File: config.mk
export PLATFORM = sky130hd
export DESIGN_NAME = troi_front
export DESIGN_NICKNAME = d
export VERILOG_FILES = /design/src/design/troi_pkg.sv /design/src/design/troi_front.sv
export SDC_FILE = /design/constraint.sdc
export NUM_CORES = 1
export LEC_CHECK = 0
export BUFFER_PORTS_ARGS = -buffer_cell sky130_fd_sc_hd__buf_4
export CORE_ASPECT_RATIO = 0.9
export CORE_MARGIN = 5
export CORE_UTILIZATION = 45
export DETAILED_ROUTE_END_ITERATION = 12
export GPL_ROUTABILITY_DRIVEN = 0
export PLACE_DENSITY = 0.8
export SLEW_MARGIN = 20
export SYNTH_ARGS = -nofsm -noshare
export SYNTH_HDL_FRONTEND = slang
export SYNTH_SLANG_ARGS = --single-unit
File: constraint.sdc
create_clock -name clk -period 3.25 [get_ports clk]
set_clock_uncertainty 0.2 [all_clocks]
set_input_delay 0.1625 -clock clk [delete_from_list [all_inputs] [get_ports clk]]
set_output_delay 0.1625 -clock clk [all_outputs]
set_load 0.005 [all_outputs]
File: src/design/troi_pkg.sv
// Shared types, constants and helpers for the truncated octahedron re-imager.
`default_nettype none

package troi_pkg;

    // Member run limit and the counter width that follows from it
    localparam int MAX_MEMBERS = 255;
    localparam int MEMBER_W    = $clog2(MAX_MEMBERS + 1);

    // Queue between front and back
    localparam int QDEPTH  = 2;
    localparam int QPTR_W  = $clog2(QDEPTH);
    localparam int QCNT_W  = $clog2(QDEPTH + 1);

    // Axes
    localparam int NAXES = 3;
    localparam int AX_X  = 0;
    localparam int AX_Y  = 1;
    localparam int AX_Z  = 2;

    // Configuration register indexes
    localparam int CFG_IDX_W = 3;
    localparam logic [CFG_IDX_W-1:0] REG_OFFSET_X     = 3'd0;
    localparam logic [CFG_IDX_W-1:0] REG_OFFSET_Y     = 3'd1;
    localparam logic [CFG_IDX_W-1:0] REG_WALL_X       = 3'd2;
    localparam logic [CFG_IDX_W-1:0] REG_WALL_Y       = 3'd3;
    localparam logic [CFG_IDX_W-1:0] REG_WALL_Z       = 3'd4;
    localparam logic [CFG_IDX_W-1:0] REG_INV_PERIOD_X = 3'd5;
    localparam logic [CFG_IDX_W-1:0] REG_INV_PERIOD_Y = 3'd6;
    localparam logic [CFG_IDX_W-1:0] REG_INV_PERIOD_Z = 3'd7;

    // Reset values of the box registers
    localparam logic [30:0] WALL_RESET = 31'd65536;
    localparam logic [31:0] INV_RESET  = 32'd8388608;

    // Q.40 fixed-point constants: one, one half and the 0.75 corner limit
    localparam logic [40:0] ONE_Q40   = 41'd1 << 40;
    localparam logic [39:0] HALF_Q40  = 40'd1 << 39;
    localparam logic [41:0] LIMIT_Q40 = 42'd3 << 38;
    localparam logic [53:0] ROUND_Q20 = 54'd1 << 19;

    typedef struct packed {
        logic signed [31:0] offset_x;
        logic signed [31:0] offset_y;
    } front_cfg_t;

    typedef struct packed {
        logic [NAXES-1:0][30:0] wall;
        logic [NAXES-1:0][31:0] inv;
    } back_cfg_t;

    // One classified atom waiting for the back end
    typedef struct packed {
        logic signed [32:0]  dx;
        logic signed [32:0]  dy;
        logic signed [31:0]  dz;
        logic                major;
        logic [MEMBER_W-1:0] count;
    } q_entry_t;

    typedef enum logic [4:0] {
        S_LOAD = 5'b00001,
        S_MUL1 = 5'b00010,
        S_FOLD = 5'b00100,
        S_MUL2 = 5'b01000,
        S_DONE = 5'b10000
    } back_state_t;

    // Clamp a wide signed value to signed 32 bits
    function automatic logic signed [31:0] sat32(input logic signed [34:0] v);
        logic signed [31:0] r;
        if (v > 35'sd2147483647)
            r = 32'sh7FFF_FFFF;
        else if (v < -35'sd2147483648)
            r = 32'sh8000_0000;
        else
            r = v[31:0];
        return r;
    endfunction

endpackage

`default_nettype wire

File: src/design/troi_front.sv
// Front end: accepts atoms, removes the reference offset and clamps the member count.
`default_nettype none

module troi_front (
    input  wire logic                 clk,
    input  wire logic                 rst_n,
    input  wire troi_pkg::front_cfg_t cfg,
    input  wire logic                 in_valid,
    output logic                      in_ready,
    input  wire logic signed [31:0]   pos_x,
    input  wire logic signed [31:0]   pos_y,
    input  wire logic signed [31:0]   pos_z,
    input  wire logic                 is_major,
    input  wire logic [7:0]           member_count,
    output logic                      push_valid,
    input  wire logic                 push_ready,
    output troi_pkg::q_entry_t        push_data
);

    logic               ent_valid_reg;
    logic               ent_valid_next;
    troi_pkg::q_entry_t ent_reg;
    troi_pkg::q_entry_t ent_next;
    logic               in_fire;

    // Take a new transaction whenever the holding stage is empty or draining
    assign in_ready   = !ent_valid_reg || push_ready;
    assign in_fire    = in_valid && in_ready;
    assign push_valid = ent_valid_reg;
    assign push_data  = ent_reg;

    // Classify: subtract offsets exactly, clamp the run length
    always_comb
    begin
        ent_next.dx    = 33'(pos_x) - 33'(cfg.offset_x);
        ent_next.dy    = 33'(pos_y) - 33'(cfg.offset_y);
        ent_next.dz    = pos_z;
        ent_next.major = is_major;
        if (32'(member_count) > troi_pkg::MAX_MEMBERS)
            ent_next.count = troi_pkg::MEMBER_W'(troi_pkg::MAX_MEMBERS);
        else
            ent_next.count = troi_pkg::MEMBER_W'(member_count);
    end

    always_comb
    begin
        ent_valid_next = ent_valid_reg;
        if (in_fire)
            ent_valid_next = 1'b1;
        else if (push_ready)
            ent_valid_next = 1'b0;
    end

    always_ff @(posedge clk or negedge rst_n)
    begin
        if (!rst_n)
            ent_valid_reg <= 1'b0;
        else
            ent_valid_reg <= ent_valid_next;
    end

    // Hold payload until the queue takes it
    always_ff @(posedge clk)
    begin
        if (in_fire)
            ent_reg <= ent_next;
    end

endmodule

`default_nettype wire

* Word level (Yosys, flattened, before mapping)
Cells that the tools add are included.
** Storage, ports and cells
- Bits in registers :: 108
- Bits in latches :: 0
- Bits in writable memories :: 0
- Memory bits (read-only) :: 0
- Input port bits :: 173
- Output and inout bits :: 109
- Logic and storage cells :: 14
- Memories :: 0
** Operators by class
- Add/sub/neg operators :: 2
- Multiply operators :: 0
- Div/mod/pow operators :: 0
- $lt $le $gt $ge :: 0
- Equality and inequality tests :: 0
- Shift operators :: 0
- Multiplexer cells :: 2
- Bitwise logic cells :: 0
- Reductions and logical operators :: 4
** Operators by type and width (count)
- $sub 32x32->33 :: 2
- $mux 1 :: 2
- $reduce_bool 2->1 :: 1
- $logic_and 1x1->1 :: 1
- $logic_not 1->1 :: 1
- $logic_or 1x1->1 :: 1

* Longest topological paths before layout
- Word-level depth :: 4
- Mapped depth :: 10
- Depth with buffers taken out :: 10

* Least setup slack after synthesis
OpenSTA, ideal clock, no wires.
- Path type :: flip-flop to flip-flop
- Start point :: reg ent_valid_reg, in the netlist push_valid
- End point :: reg ent_reg, in the netlist push_data[0] (enable)
- Setup time :: 0.478 ns
- Data arrival time :: 2.995 ns
- Required time :: 2.572 ns
- Setup slack :: -0.424 ns
- Cell stages (with the launch flop) :: 3
- Buffers on the path :: 0
- Clock period less this slack :: 3.674 ns
- Cells stage by stage :: dfrtp_1 -> nand2b_1 -> and2_1
** On the way
- Word-level cells in the longest chain between the ends :: 3
** Ends and longest elaborated chain
- start, declared :: RTL line troi_front.sv:20 : logic ent_valid_reg;
- start signal, assigned :: RTL line troi_front.sv:59 : ent_valid_reg <= ent_valid_next;
- $logic_not 1->1 :: RTL line troi_front.sv:27 : assign in_ready = !ent_valid_reg || push_ready;
- $logic_or 1x1->1 :: RTL line troi_front.sv:27
- net in_ready :: RTL line troi_front.sv:9 : output logic in_ready,
- $logic_and 1x1->1 :: RTL line troi_front.sv:28 : assign in_fire = in_valid && in_ready;
- end signal, assigned :: RTL line troi_front.sv:66 : ent_reg <= ent_next;
- end, declared :: RTL line troi_front.sv:22 : troi_pkg::q_entry_t ent_reg;
The timed path passes the listed nets, and every way through them passes these cells.
A chain may end at the register's enable or synchronous reset.

==> out/results.txt <==
Leading area contributor after synthesis -> edfxtp_1
PD cells -> 411 nW/um^2
Worst Slack Setup Final -> 0.189 ns
Share of layout cells above drive strength 1 -> 31.6%
HPWL Detailed -> 16100 microns
Most frequent cell after synthesis -> edfxtp_1
FF-to-FF path depth -> 3
Final hold vios -> 0
FF-to-FF Start -> push_valid
Dominant synthesized flop cell -> edfxtp_1
Slew Viols, Final -> 0
RSZ-0062 raised after global routing -> no
Hold_ws -> 0.0666 ns
Final Critical Period -> 3.06 ns
Worst Tran Pin Value -> 0.460 ns
Total power -> 4200 uW
Yosys reg bits -> 108
Worst Path Max Fanout -> 5
Die span in x -> 143 microns
Startpoint types -> input pin
Filler cells -> 1258
Critical Setup Path Class -> input pin to flop
Inst Count DP -> 1160
Die height -> 130 microns
Yosys cell types -> 66
Initial DRC count -> 350
TritonCTS Sinks -> 108
Maximum vdd drop -> 281 uV
Gr usage total -> 21.4%
Avg WL per Cell -> 17.0 microns
Syn Inst Count -> 693
Part of the cycle the worst path needs -> 94.2%
Largest net degree at the start of global routing -> 45
DRC viols -> 0
Worst Hold Class -> input pin to flop
Final cell count without fillers -> 1224
Synthesized area -> 7160 sq um
# setup viols final -> 0
Max Cap Viol -> 0
Crit end category -> flop
Die ar. -> 18500 sq um
Vias in the first global route -> 6186
WHS Path Cells -> 4
Num CTS Buffers -> 9
Core Rows -> 43
Largest cells by area after synthesis -> edfxtp_1, ha_1, a21oi_1
Outcome -> completed
CTS tree -> built
Detail Route Antenna Nets -> 0
Leak pwr -> 0.00473 uW
Initial antenna violation count -> 1
Setup_tns -> 0 ns
Clock Pin Slew Worst Setup and Hold Paths -> 0.08 ns
Top cell type's share of synthesized area -> 44.9%
First drt pass iteration count -> 5
Worst Hold End -> push_data[74]
Crit path DAT -> 2.96 ns
Via/cell ratio -> 5.20
IO Count -> 282
R2R Setup Slk -> 1.46 ns
Area taken by multi-input logic gates -> 3490 sq um
Reg-to-reg endpoint -> push_data[102]
Register area -> 3240 sq um
Area delta synth->final -> 43.0%
Fin nets -> 1255
Htree depth -> 3
Via count -> 6362
Slew headroom -> 69.2%
Clock tree buffer depth -> 2
WP data required -> 3.15 ns
WL final -> 20800 microns
Commonest cells in the netlist -> edfxtp_1, inv_1, a21oi_1
Post-Syn Area per Cell -> 10.3 sq um
Buffers on Ports -> 281
Resized Gates After CTS -> 0
CTS root buf -> clkbuf_16
Fmax -> 327 MHz
Total grt overflow -> 0
Initial Util -> 46.2%
Syn_nets -> 932
Skew-Pair Late Insertion Delay -> 0.36 ns
Hold Path Origin -> pos_x[0]
Core region area -> 15500 sq um
Number of synthesized flops with an enable pin -> 107
Fraction of registers with async set/reset -> 0.926%
Sequential area share after synthesis -> 45.2%
Yosys Warn Count -> 0
Pre-CTS WS -> 0.390 ns
First-pass GRT wire length -> 31200 microns
[cells in the final DEF, fill, tap and decap left out, types with 14 or more instances in the layout]
cell and instances:
ha_1 64, a21oi_1 70, xnor2_1 32, nand3_1 17, xor2_1 24, dlygate4sd3_1 47
nand2_1 50, o21ai_0 24, nor3_1 14, nor2_1 36, a21o_1 28, edfxtp_1 107
inv_1 85, buf_4 283
[what timing repair did]
item | in CTS | in global routing
hold buffers | 47 | 0
buffers inserted | 0 | 0
endpoints found under the hold margin | 45 | 0
[logic make-up after synthesis]
logic type | count (synthesis) | share of synthesized area, %
DFF | 108 | 45.2
xor gates and xnor gates | 56 | 6.85
adders and majority gates | 66 | 11.7
and+or+nand+nor | 158 | 10.5
AOI/OAI and AO/OA | 201 | 19.7
buffers and inverters | 104 | 6.01
[metrics by stage]
stage,instance area (sq um),utilization [%]
6_report,10200,66.0
3_3_place_gp,9450,61.0
3_5_place_dp,9450,61.0
5_1_grt,10200,66.0
2_1_floorplan,7160,-
4_1_cts,10200,66.0
[power breakdown]
group	leakage, uW	internal [uW]	switching, uW
Combinational	0.00354	638	642
Clock	0.000154	618	553
Sequential	0.00103	1710	37.9
[flip-flops by register name (all words and copies together) (netlist names)]
register,flops
push_valid,1
push_data,107
[worst max-delay path: stages]
cell	delay, ns
dlygate4sd3_1	0.54
buf_4	0.14
ha_1	0.21
fa_1	0.42
nand2b_1	0.18
a21oi_1	0.33
o31ai_4	0.15
o21ai_2	0.20
a41oi_2	0.19
o41ai_2	0.34
xor2_1	0.10
[per-layer routing]
metal / track usage, % / vias up / wire length, microns
met5: 0 / - / 0
met4: 7.88 / 0 / 517
met3: 2.99 / 35 / 1080
met2: 39.0 / 215 / 10900
met1: 25.8 / 2961 / 8360
li1: - / 3151 / -
[area by class of cell]
cell class                 instances  share of cell area (%)
sequential                       108                    31.6
timing repair buffer             331                    25.6
clock inverter                     7                   0.856
antenna                            1                  0.0245
tap                              202                    2.47
multi-input combinational        481                    34.1
inverter                          85                    3.12
clock buffer                       9                    2.20
[worst max-delay path by stage]
| stage | to | start | depth (start not counted) |
|---|---|---|---|
| after CTS | push_data[104] | cfg[32] | 11 |
| after detailed placement | push_data[104] | cfg[32] | 10 |
| final | push_data[104] | cfg[32] | 11 |
| after floorplan | push_data[0] | push_valid | 2 |
| after global routing | push_data[69] | cfg[0] | 11 |
| after global placement | push_data[104] | cfg[32] | 10 |
Power figures use the tool's default switching activity.
