==> src/design/troi_pkg.sv <==
// Shared types, constants and helpers for the truncated octahedron re-imager.
`default_nettype none

package troi_pkg;

    // Member run limit and the counter width that follows from it
    localparam int MAX_MEMBERS = 255;
    localparam int MEMBER_W    = $clog2(MAX_MEMBERS + 1);

    // Queue between front and back
    localparam int QDEPTH  = 2;
    localparam int QPTR_W  = $clog2(QDEPTH);
    localparam int QCNT_W  = $clog2(QDEPTH + 1);

    // Axes
    localparam int NAXES = 3;
    localparam int AX_X  = 0;
    localparam int AX_Y  = 1;
    localparam int AX_Z  = 2;

    // Configuration register indexes
    localparam int CFG_IDX_W = 3;
    localparam logic [CFG_IDX_W-1:0] REG_OFFSET_X     = 3'd0;
    localparam logic [CFG_IDX_W-1:0] REG_OFFSET_Y     = 3'd1;
    localparam logic [CFG_IDX_W-1:0] REG_WALL_X       = 3'd2;
    localparam logic [CFG_IDX_W-1:0] REG_WALL_Y       = 3'd3;
    localparam logic [CFG_IDX_W-1:0] REG_WALL_Z       = 3'd4;
    localparam logic [CFG_IDX_W-1:0] REG_INV_PERIOD_X = 3'd5;
    localparam logic [CFG_IDX_W-1:0] REG_INV_PERIOD_Y = 3'd6;
    localparam logic [CFG_IDX_W-1:0] REG_INV_PERIOD_Z = 3'd7;

    // Reset values of the box registers
    localparam logic [30:0] WALL_RESET = 31'd65536;
    localparam logic [31:0] INV_RESET  = 32'd8388608;

    // Q.40 fixed-point constants: one, one half and the 0.75 corner limit
    localparam logic [40:0] ONE_Q40   = 41'd1 << 40;
    localparam logic [39:0] HALF_Q40  = 40'd1 << 39;
    localparam logic [41:0] LIMIT_Q40 = 42'd3 << 38;
    localparam logic [53:0] ROUND_Q20 = 54'd1 << 19;

    typedef struct packed {
        logic signed [31:0] offset_x;
        logic signed [31:0] offset_y;
    } front_cfg_t;

    typedef struct packed {
        logic [NAXES-1:0][30:0] wall;
        logic [NAXES-1:0][31:0] inv;
    } back_cfg_t;

    // One classified atom waiting for the back end
    typedef struct packed {
        logic signed [32:0]  dx;
        logic signed [32:0]  dy;
        logic signed [31:0]  dz;
        logic                major;
        logic [MEMBER_W-1:0] count;
    } q_entry_t;

    typedef enum logic [4:0] {
        S_LOAD = 5'b00001,
        S_MUL1 = 5'b00010,
        S_FOLD = 5'b00100,
        S_MUL2 = 5'b01000,
        S_DONE = 5'b10000
    } back_state_t;

    // Clamp a wide signed value to signed 32 bits
    function automatic logic signed [31:0] sat32(input logic signed [34:0] v);
        logic signed [31:0] r;
        if (v > 35'sd2147483647)
            r = 32'sh7FFF_FFFF;
        else if (v < -35'sd2147483648)
            r = 32'sh8000_0000;
        else
            r = v[31:0];
        return r;
    endfunction

endpackage

`default_nettype wire

==> src/design/troi_queue.sv <==
// Short queue that decouples the front end from the back end.
`default_nettype none

module troi_queue (
    input  wire logic               clk,
    input  wire logic               rst_n,
    input  wire logic               push_valid,
    output logic                    push_ready,
    input  wire troi_pkg::q_entry_t push_data,
    output logic                    pop_valid,
    input  wire logic               pop_ready,
    output troi_pkg::q_entry_t      pop_data
);

    troi_pkg::q_entry_t                entry_reg [troi_pkg::QDEPTH];
    logic [troi_pkg::QPTR_W-1:0]       wr_ptr_reg;
    logic [troi_pkg::QPTR_W-1:0]       wr_ptr_next;
    logic [troi_pkg::QPTR_W-1:0]       rd_ptr_reg;
    logic [troi_pkg::QPTR_W-1:0]       rd_ptr_next;
    logic [troi_pkg::QCNT_W-1:0]       count_reg;
    logic [troi_pkg::QCNT_W-1:0]       count_next;
    logic                              do_push;
    logic                              do_pop;

    assign push_ready = count_reg != troi_pkg::QCNT_W'(troi_pkg::QDEPTH);
    assign pop_valid  = count_reg != '0;
    assign pop_data   = entry_reg[rd_ptr_reg];
    assign do_push    = push_valid && push_ready;
    assign do_pop     = pop_valid && pop_ready;

    // Advance pointers and occupancy
    always_comb
    begin
        wr_ptr_next = wr_ptr_reg;
        rd_ptr_next = rd_ptr_reg;
        count_next  = count_reg;
        if (do_push)
            wr_ptr_next = (wr_ptr_reg == troi_pkg::QPTR_W'(troi_pkg::QDEPTH - 1)) ?
                          '0 : wr_ptr_reg + 1'b1;
        if (do_pop)
            rd_ptr_next = (rd_ptr_reg == troi_pkg::QPTR_W'(troi_pkg::QDEPTH - 1)) ?
                          '0 : rd_ptr_reg + 1'b1;
        case ({do_push, do_pop})
            2'b10:   count_next = count_reg + 1'b1;
            2'b01:   count_next = count_reg - 1'b1;
            default: count_next = count_reg;
        endcase
    end

    always_ff @(posedge clk or negedge rst_n)
    begin
        if (!rst_n)
        begin
            wr_ptr_reg <= '0;
            rd_ptr_reg <= '0;
            count_reg  <= '0;
        end
        else
        begin
            wr_ptr_reg <= wr_ptr_next;
            rd_ptr_reg <= rd_ptr_next;
            count_reg  <= count_next;
        end
    end

    // Store an entry on push
    always_ff @(posedge clk)
    begin
        if (do_push)
            entry_reg[wr_ptr_reg] <= push_data;
    end

endmodule

`default_nettype wire

==> config.mk <==
export PLATFORM = sky130hd
export DESIGN_NAME = troi_queue
export DESIGN_NICKNAME = d
export VERILOG_FILES = /design/src/design/troi_pkg.sv /design/src/design/troi_queue.sv
export SDC_FILE = /design/constraint.sdc
export NUM_CORES = 1
export LEC_CHECK = 0
export ABC_AREA = 1
export BUFFER_PORTS_ARGS = -buffer_cell sky130_fd_sc_hd__clkbuf_2
export CORE_MARGIN = 3
export CORE_UTILIZATION = 47
export DETAILED_ROUTE_END_ITERATION = 12
export PLACE_DENSITY = 0.76
export SLEW_MARGIN = 20
export SYNTH_ARGS = -nofsm -noshare
export SYNTH_HDL_FRONTEND = slang
export SYNTH_SLANG_ARGS = --single-unit
==> constraint.sdc <==
create_clock -name clk -period 5.3 [get_ports clk]
set_input_delay 1.06 -clock clk [delete_from_list [all_inputs] [get_ports clk]]
set_output_delay 1.06 -clock clk [all_outputs]
set_load 0.03 [all_outputs]
## Word level (Yosys, flattened, before mapping)

Memories as Yosys holds them, arrays and structs flattened.
Index checks and enable logic that the tools add are counted.

| word-level totals | value |
|---|---|
| register bits after elaboration | 4 |
| latch bits | 0 |
| RAM bits | 214 |
| bits in read-only memories | 0 |
| input bits | 111 |
| logic and storage cells | 20 |
| memories kept | 1 |

| cells by class | value |
|---|---|
| add/sub/neg operators | 4 |
| $mul | 0 |
| div/mod/pow operators | 0 |
| order comparisons | 0 |
| eq/ne operators | 3 |
| shift-type cells | 0 |
| muxes and demuxes | 5 |
| bitwise logic cells | 0 |
| reductions and logical operators | 4 |

Memories:

| memory | words | width | read ports | clocked after Yosys merged registers in | wr ports | line | source |
|---|---|---|---|---|---|---|---|
| entry_reg | 2 | 107 | 1 | 0 | 1 | troi_queue.sv:15 | `troi_pkg::q_entry_t entry_reg [troi_pkg::QDEPTH];` |

Operator list:

| kind | count |
|---|---|
| 1-bit two-way mux | 4 |
| 2-bit one-hot mux with 2 select lines | 1 |
| 2-bit nonzero test | 2 |
| 1-bit adder, second input constant | 2 |
| 2-bit by 1-bit adder with 2-bit output, second input constant | 1 |
| 2-bit by 1-bit equality test with 1-bit output, second input constant | 1 |
| 2-bit equality test, second input constant | 1 |
| 1-bit logical AND | 2 |
| 2-bit != test, second input constant | 1 |
| 2-bit by 1-bit subtractor with 2-bit output, second input constant | 1 |

## Logic depth before layout (Yosys ltp)

Gate-level depths: netlist of the first run.

| logic depth | value |
|---|---|
| depth after elaboration | 4 |
| gate-level depth with buffers | 10 |
| depth with buffers taken out | 10 |

## Worst setup path before layout of the first run

OpenSTA, ideal clock, no wires.

| path | value |
|---|---|
| path kind | input -> register |
| from | in push_valid |
| to | mem entry_reg[1][0] (netlist bit) (enable) |
| arrival time | 5.640 ns |
| required time | 4.724 ns |
| path slack | -0.916 ns |
| cell stages on the path | 2 |
| path through | nand2_1 nor2_1 |

| between the ends | value |
|---|---|
| word-level cells in the longest chain between the ends | 3 |

Ends and longest elaborated chain:

| what | line | source |
|---|---|---|
| start: declaration | troi_queue.sv:7 | `input wire logic push_valid,` |
| 1-bit logical AND | troi_queue.sv:28 | `assign do_push = push_valid && push_ready;` |
| 1-bit two-way mux | troi_queue.sv:69 | `if (do_push)` |
| 1-bit two-way mux (not written as such) | troi_queue.sv:70 | `entry_reg[wr_ptr_reg] <= push_data;` |
| end: declaration | troi_queue.sv:15 |  |

Every way passes these cells.

==> run metrics, run 1 <==
status=finished clean; final setup vio count=0; CTS tree=built; fin crit share=68.0%; Routed Antenna Nets=0; Routed WL=16100 um; Mapped Avg Cell Area=13.6 um2; fraction of layout cells with a size suffix above 1=31.2%; Initial DRC Count=302; nets@finish=925; post-synth net total=700; commonest non-fill, non-tap cell in the layout=nand2_1; Worst Hold Class=primary input to asynchronous set/reset pin; Synth Register Bits=218; vias in the first global route=4800; clk sinks=218; FP Rows=47; final estimated routing congestion in global placement=0.752; commonest cells after routing, fill and taps aside=nand2_1, clkbuf_2, edfxtp_1; post-synth top area share=80.4%; diode count=0; met3 Use GR=6.07%; Die ar.=0.0186 mm2; leak pwr=4.35 nW; first-pass GRT wire length=24200 um; total negative setup slack=0 ns; CP arrival=2.54 ns; Critical Path Fanout Max=88; Worst Skew=0.00841 ns; drt first pass iters=6; unrepaired setup endpoints after global routing=false; die height=136 um; post-cts resize count=0; routed length per instance=15.4 um; register area share after synthesis=81.6%; Worst setup EP type=output port; Core Area=0.0166 mm2; Cell Pwr Density=633 mW/mm2; root buf cell=clkbuf_16; Max Fclk=278 MHz; worst vdd ir=0.553 mV; clock slew at reported path FFs=0.06 ns; Mapped Cells=588; final hold violation count=0; total power=6.34 mW; startpoint types=register; IO Pins=220; cts hold-fix bufs=0; Critical Path RT=4.24 ns; Yosys cell types=14; most used routing layer=met2; count of final max-slew check failures=0; worst slew pin tran=1.06 ns; final core utilization=60.2%; antenna violations before repair=0; Clock Latency Late Sink=0.50 ns; port bufs=219; max FFs per register=214; warnings from Yosys=0; via count=4969; Post-CTS Setup Bufs=0; critical setup path kind=register to output port; maximum root-to-sink buffer count=3; gr usage total=16.8%; Synth Cell Area=0.00800 mm2; Yosys top cell by area=edfxtp_1; Initial Utilization=48.0%; H-tree depth=1; dpl hpwl=10200 um; DRC=0; vias per cell=4.74; DIE WIDTH=136 um; P&R area growth vs syn=25.2%; dominant cells by area after synthesis=edfxtp_1, nand2_1, dfrtp_1; grt ovf=0; TritonCTS Buffers=22; pin count of the biggest net entering global routing=108; Max Cap Violations=0; grt met2 use=28.2%; fin crit period=3.60 ns; Rel. slew slack=29.6%; global routing met1 resource utilization=20.6%
[through the flow]
step | hold slack [ns] | setup slack, ns | std cells | instance area (um2)
floorplan | 0.462 | 0.884 | 588 | 8000
global placement | 0.476 | 2.24 | 1009 | 9300
detailed placement | 0.489 | 2.19 | 1009 | 9300
CTS | 0.351 | 1.65 | 1049 | 10000
global route | 0.347 | 1.50 | 1049 | 10000
finish | 0.370 | 1.70 | 1049 | 10000
[where the power goes]
part           leakage [nW]  switching (mW)  internal, mW
sequential             2.04          0.0982          2.35
clock                 0.341           0.604         0.888
combinational          1.97            1.84         0.552
[cell usage after synthesis, drive strengths merged]
library cell / number
nand2: 331
edfxtp: 214
buf: 23
inv: 7
dfrtp: 4
nor2: 3
nand3: 2
a21oi: 1
ha: 1
nand4: 1
xnor2: 1
[kinds of logic after synthesis]
group,after synthesis,share of synthesized area [%]
AO/OA/AOI/OAI,1,0.0625
XOR/XNOR,1,0.110
adder cells (fa/ha/maj),1,0.156
buffers and inverters,30,2.17
flip-flops,218,81.6
AND/OR/NAND/NOR,337,15.9
[worst max-delay path, stage by stage, from the launching register on]
cell and delay (ns):
dfrtp_4 0.53, inv_4 0.68, buf_4 0.41, nand2_1 0.10
nand2_1 0.08, clkbuf_2 0.20
[layer usage]
| layer | vias up | part of all wire, % | wire length, um |
|---|---|---|---|
| met4 | 0 | 1.5 | 246 |
| li1 | 2439 | - | - |
| met2 | 200 | 50 | 7980 |
| met5 | - | 0 | 0 |
| met3 | 20 | 9.6 | 1550 |
| met1 | 2310 | 39 | 6340 |
[worst paths after layout]
| kind | cells past startpoint | from | slack, ns | to |
|---|---|---|---|---|
| min in group clk | 1 | count_reg[0] | 0.52 | count_reg[0] |
| hold / removal | 1 | rst_n | 0.37 | count_reg[1] |
| setup reg to reg | 5 | count_reg[0] | 3.09 | entry_reg[1][64] |
| max in group asynchronous | 1 | rst_n | 4.78 | rd_ptr_reg |
| setup / recovery | 5 | rd_ptr_reg | 1.70 | pop_data[17] |
| hold reg to reg | 1 | count_reg[0] | 0.52 | count_reg[0] |
[layout make-up]
class / instances / area [um2]
Clock buffer: 26 / 587
Clock inverter: 14 / 121
Fill cell: 1310 / 6630
Inverter: 7 / 28.8
Multi-Input combinational cell: 340 / 1310
Sequential cell: 218 / 6530
Tap cell: 220 / 275
Timing Repair Buffer: 224 / 1160
Power figures use the tool's default switching activity.
==> inputs of run 2 (changes only) <==
Settings changed: ABC_AREA 1 to 0.
Clock period 5.3 ns to 3.3 ns, I/O delays scaled along.
==> run metrics, run 2 <==
status=finished clean (unchanged); post-synth net total=462 (was 700); dpl hpwl=10100 um (was 10200 um); Synth Cell Area=0.00799 mm2 (was 0.00800 mm2); Mapped Avg Cell Area=22.8 um2 (was 13.6 um2); CP max stage cell=dfrtp_4 (was inv_4); Initial Utilization=48.2% (was 48.0%); diode count=0 (unchanged); Routed WL=14600 um (was 16100 um); Core Area=0.0166 mm2 (about the same); fraction of layout cells with a size suffix above 1=61.3% (was 31.2%); Post-synth EDFFs=214 (unchanged); pin count of the biggest net entering global routing=58 (was 108); antenna violations before repair=0 (unchanged); Routed Antenna Nets=0 (unchanged); CP arrival=2.25 ns (was 2.54 ns); top_reg_cell synth=edfxtp_1 (unchanged); CP bufs+invs=2 (was 3); clock slew at reported path FFs=0.06 ns (about the same); Flop pwr share=40.2% (was 38.7%); Clock Latency Late Sink=0.49 ns (was 0.50 ns); max FFs per register=214 (unchanged); grt ovf=0 (unchanged); startpoint types=register (unchanged); worst vdd ir=0.542 mV (was 0.553 mV); gr usage total=14.8% (was 16.8%); worst hold margin=0.357 ns (was 0.370 ns); IO Pins=220 (unchanged); capturing point of the worst reg2reg path=entry_reg[0][106] (was entry_reg[1][64]); final hold violation count=0 (unchanged); routed length per instance=17.7 um (was 15.4 um); post-synth top area share=80.5% (was 80.4%); drt first pass iters=4 (was 6); total negative setup slack=0 ns (unchanged); leak pwr=3.89 nW (was 4.35 nW); Initial DRC Count=194 (was 302); Max Cap Violations=0 (unchanged); FP Rows=47 (unchanged); TritonCTS Buffers=22 (unchanged); Rel. slew slack=50.0% (was 29.6%); via count=4068 (was 4969); Hold Path Sink=entry_reg[1][80]; reg-to-reg slack, setup=1.45 ns (was 3.09 ns); vias in the first global route=4301 (was 4800); Top Family by Delay on Critical Path=flip-flops (was buffers and inverters); Worst Hold Class=primary input to register (was primary input to asynchronous set/reset pin); warnings from Yosys=0 (unchanged); Max Fclk=344 MHz; nets@finish=701 (was 925); fin crit share=88.2%; commonest cells after routing, fill and taps aside=clkbuf_2, edfxtp_1, mux2_2 (was nand2_1, clkbuf_2, edfxtp_1); die height=136 um (about the same); P&R area growth vs syn=26.5% (was 25.2%); CTS tree=built (unchanged); H-tree depth=1 (unchanged); DRC=0 (unchanged); Logic pwr share=35.2% (was 37.8%); clk sinks=218 (unchanged); critical setup path kind=register to output port (unchanged); Yosys top cell by area=edfxtp_1 (unchanged); commonest non-fill, non-tap cell in the layout=clkbuf_2 (was nand2_1); root buf cell=clkbuf_16 (unchanged); register area share after synthesis=81.7% (was 81.6%); Sw Ratio=34.6% (was 40.1%); DIE WIDTH=136 um (about the same); NetSw=3.45 mW (was 2.54 mW); Worst Hold Depth=1; P_int=6.52 mW (was 3.79 mW); Post-synth top cells=edfxtp_1, mux2_2, mux2_4, buf_2 (was nand2_1, edfxtp_1, buf_2, inv_1); first-pass GRT wire length=21500 um (was 24200 um); Critical Path Fanout Max=33 (was 88); dominant cells by area after synthesis=edfxtp_1, mux2_2, mux2_4 (was edfxtp_1, nand2_1, dfrtp_1); final setup vio count=0 (unchanged); final estimated routing congestion in global placement=0.754 (was 0.752); worst hold start=push_data[80]; maximum root-to-sink buffer count=3 (unchanged); fin crit period=2.91 ns; post-cts resize count=0 (unchanged); Yosys cell types=15 (was 14); vias per cell=4.94 (was 4.74); Worst setup EP type=output port (unchanged); Mapped Cells=350 (was 588); Async S/R FF share, synth=1.83% (unchanged); Cell Pwr Density=987 mW/mm2 (was 633 mW/mm2); worst slew pin tran=0.749 ns (was 1.06 ns); count of final max-slew check failures=0 (unchanged); Worst Skew=0.00587 ns (was 0.00841 ns); unrepaired setup endpoints after global routing=false (unchanged); worst-path cell chain=buf_4, mux2_2, clkbuf_2 (was inv_4, buf_4, nand2_1, nand2_1, clkbuf_2); Die ar.=0.0186 mm2 (about the same); clock network fraction of total power=24.6% (was 23.5%); port bufs=219 (unchanged); Worst Reg-to-Reg Cells=4 (was 5); most numerous cell in the Yosys netlist=edfxtp_1 (was nand2_1); Synth Register Bits=218 (unchanged); launching point of the worst reg2reg path=count_reg[0] (unchanged); Critical Path RT=2.64 ns (was 4.24 ns); Max stage delay on crit path=0.71 ns (was 0.68 ns)
-- run 2: cell types whose count changed after synthesis, moves of 2 or more --
cell,change
xnor2_1,+2
buf_2,-9
inv_1,-6
mux2_2,+87
buf_4,-2
mux2_4,+20
xor2_1,+2
nand3_1,-2
nand2_1,-330
-- run 2: logic make-up (layout without fill, tap and decap cells) --
| logic type | after synthesis | count (layout) | share of synthesized area (%) |
|---|---|---|---|
| DFF | 218 | 218 | 81.7 |
| xor gates and xnor gates | 5 | 5 | 0.548 |
| buffers and inverters | 12 | 266 | 1.07 |
| muxes | 107 | 107 | 16.0 |
| adders and majority gates | 1 | 1 | 0.157 |
| and+or+nand+nor | 7 | 7 | 0.486 |
-- run 2: what timing repair did --
item,CTS,global route
setup buffers,0,0
hold buffers,1,0
hold endpoints to repair,4,0
-- run 2: layout make-up --
type | count | area (um2)
Timing Repair Buffer | 227 | 1180
Fill cell | 1237 | 6480
Tap cell | 220 | 275
Clock buffer | 25 | 583
Sequential cell | 218 | 6530
Clock inverter | 14 | 146
Multi-Input combinational cell | 120 | 1390
-- run 2: per-stage QoR --
step	instance area [um2]	util, %	setup slack, ns	std cells	total power [mW]
2_1_floorplan	8000	-	0.360	350	6.68
3_3_place_gp	9370	56.5	0.938	784	7.53
3_5_place_dp	9370	56.5	0.893	784	7.63
4_1_cts	10100	60.9	0.363	824	10.1
5_1_grt	10100	60.9	0.291	824	10.4
6_report	10100	60.9	0.391	824	9.97
-- run 2: worst max path at each step --
stage | start | endpoint | slack [ns] | cells past startpoint
after floorplan | count_reg[0] | entry_reg[0][0] | 0.36 | 3
after global placement | rd_ptr_reg | pop_data[58] | 0.94 | 3
after detailed placement | rd_ptr_reg | pop_data[54] | 0.89 | 3
after CTS | rd_ptr_reg | pop_data[54] | 0.36 | 3
after global routing | rd_ptr_reg | pop_data[51] | 0.29 | 3
final | rd_ptr_reg | pop_data[54] | 0.39 | 3
-- run 2: power groups by stage --
stage          clock [mW]  combinational [mW]  sequential (mW)
6_report             2.45                3.51             4.01
5_1_grt              2.63                3.71             4.07
4_1_cts              2.52                3.56             4.02
3_5_place_dp            0                3.55             4.08
3_3_place_gp            0                3.49             4.04
2_1_floorplan           0                2.71             3.96
-- run 2: per-layer routing --
| metal | up-vias | global-route usage [%] | share of wire, % |
|---|---|---|---|
| li1 | 1866 | - | - |
| met1 | 2002 | 17.7 | 38 |
| met2 | 167 | 26.0 | 51 |
| met3 | 33 | 4.03 | 8.0 |
| met4 | 0 | 5.10 | 3.1 |
| met5 | - | 0 | 0 |
==> inputs of run 3 (changes only) <==
Settings changed: CORE_MARGIN 3 to unset.
==> run metrics, run 3 (synthesis gave the netlist of run 2 again) <==
root buf cell=clkbuf_16 (unchanged); post-cts resize count=0 (unchanged); H-tree depth=1 (unchanged); maximum root-to-sink buffer count=3 (unchanged); leak pwr=3.89 nW (about the same); Worst Hold Class=primary input to register (unchanged); Worst Setup Slack, final=0.461 ns (was 0.391 ns); placed inst area=0.00935 mm2 (was 0.00937 mm2); worst hold start=push_data[84] (was push_data[80]); worst slew pin tran=0.729 ns (was 0.749 ns); Initial DRC Count=218 (was 194); nets@finish=699 (was 701); reg-to-reg slack, setup=1.51 ns (was 1.45 ns); fin crit period=2.84 ns (was 2.91 ns); vias in the first global route=4343 (was 4301); antenna violations before repair=0 (unchanged); commonest non-fill, non-tap cell in the layout=clkbuf_2 (unchanged); Cell Pwr Density=990 mW/mm2 (was 987 mW/mm2); Initial Utilization=48.2% (unchanged); final estimated routing congestion in global placement=0.740 (was 0.754); critical setup path kind=register to output port (unchanged); Worst Reg-to-Reg Cells=3 (was 4); IO Pins=220 (unchanged); TritonCTS Buffers=22 (unchanged); total power=10.0 mW (was 9.97 mW); gr usage total=16.0% (was 14.8%); port bufs=219 (unchanged); placed insts=782 (was 784); Clock Latency Late Sink=0.49 ns (about the same); Rel. slew slack=51.4% (was 50.0%); Max stage delay on crit path=0.62 ns (was 0.71 ns); final setup vio count=0 (unchanged); Routed WL=13900 um (was 14600 um); final hold violation count=0 (unchanged); Routed Antenna Nets=0 (unchanged); first-pass GRT wire length=22200 um (was 21500 um); Die ar.=0.0175 mm2 (was 0.0186 mm2); cts hold-fix bufs=1 (unchanged); commonest cells after routing, fill and taps aside=clkbuf_2, edfxtp_1, mux2_2 (unchanged); final std cells w/o fill=821 (was 824); Worst Skew=0.0149 ns (was 0.00587 ns); grt ovf=0 (unchanged); clk sinks=218 (unchanged); Core Area=0.0166 mm2 (unchanged); Critical Path Fanout Max=30 (was 33); launching point of the worst reg2reg path=count_reg[0] (unchanged); DIE WIDTH=132 um (was 136 um); dpl hpwl=9280 um (was 10100 um); pin count of the biggest net entering global routing=108 (was 58); CP arrival=2.18 ns (was 2.25 ns); CTS tree=built (unchanged); max FFs per register=214 (unchanged); DP Worst Slack=0.980 ns (was 0.893 ns); Max Cap Violations=0 (unchanged); Worst setup EP type=output port (unchanged); Post-CTS Setup Bufs=0 (unchanged); fraction of layout cells with a size suffix above 1=60.9% (was 61.3%); Max Fclk=352 MHz (was 344 MHz); count of final max-slew check failures=0 (unchanged); Worst Hold Depth=1 (unchanged); startpoint types=register (unchanged); status=finished clean (unchanged); final non-filler cell area=0.0101 mm2 (about the same); vias per cell=4.89 (was 4.94); fin crit share=86.0% (was 88.2%); FP Rows=47 (unchanged); worst-path cell chain=buf_4, mux2_2, clkbuf_2 (unchanged); Critical Path RT=2.64 ns (about the same); worst vdd ir=0.584 mV (was 0.542 mV); capturing point of the worst reg2reg path=entry_reg[1][68] (was entry_reg[0][106]); diode count=0 (unchanged); CP max stage cell=dfrtp_4 (unchanged); via count=4012 (was 4068); total negative setup slack=0 ns (unchanged); P&R area growth vs syn=26.5% (about the same); Hold Path Sink=entry_reg[1][84] (was entry_reg[1][80]); die height=132 um (was 136 um); unrepaired setup endpoints after global routing=false (unchanged); drt first pass iters=4 (unchanged); clock slew at reported path FFs=0.06 ns (about the same); DRC=0 (unchanged); routed length per instance=17.0 um (was 17.7 um)
==> run 3: changes by cell type in the layout (fill, tap and decap cells not counted) <==
cell,change
clkinvlp_4,-3
bufinv_16,+1
buf_4,-2
clkbuf_1,+1
==> run 3: final cells by class <==
| cell class | instances | area [um2] |
|---|---|---|
| well taps | 220 | 275 |
| repair buffers | 225 | 1170 |
| multi-input cells | 120 | 1390 |
| flip-flops and latches | 218 | 6530 |
| fillers | 1215 | 6480 |
| clock buffers | 26 | 587 |
| clock inverters | 12 | 154 |
==> run 3: metrics by stage <==
stage	hold WS [ns]	util, %
detailed placement	0.477	56.4
global placement	0.470	56.4
global route	0.336	60.9
CTS	0.335	60.9
floorplan	0.364	-
finish	0.357	60.9
==> run 3: worst max-delay path: cells and delay by family (launching register included) <==
family	cells	cell delay, ns
buffers and inverters	2	0.63
flip-flops	1	0.62
multiplexers	1	0.40
==> run 3: metal layers <==
metal / GRT usage [%] / vias up / share of wire [%]
met5: 0 / - / 0
met4: 4.28 / 0 / 1.6
met3: 5.11 / 19 / 8.7
met2: 28.6 / 149 / 51
met1: 18.6 / 1979 / 39
li1: - / 1865 / -
==> run 3: power by group <==
group          internal [mW]  total (mW)  switching (mW)  leakage [nW]
Sequential              3.79        3.99           0.196          2.03
Clock                   1.57        2.51           0.934         0.363
Combinational           1.22        3.50            2.28          1.50
==> run 3: worst max path at each step <==
stage / from / slack, ns / endpoint / cells past startpoint
floorplan: count_reg[0] / 0.36 / entry_reg[0][0] / 3
global placement: rd_ptr_reg / 1.02 / pop_data[96] / 3
finish: rd_ptr_reg / 0.46 / pop_data[101] / 3
CTS: rd_ptr_reg / 0.44 / pop_data[101] / 3
global route: rd_ptr_reg / 0.36 / pop_data[99] / 3
detailed placement: rd_ptr_reg / 0.98 / pop_data[101] / 3
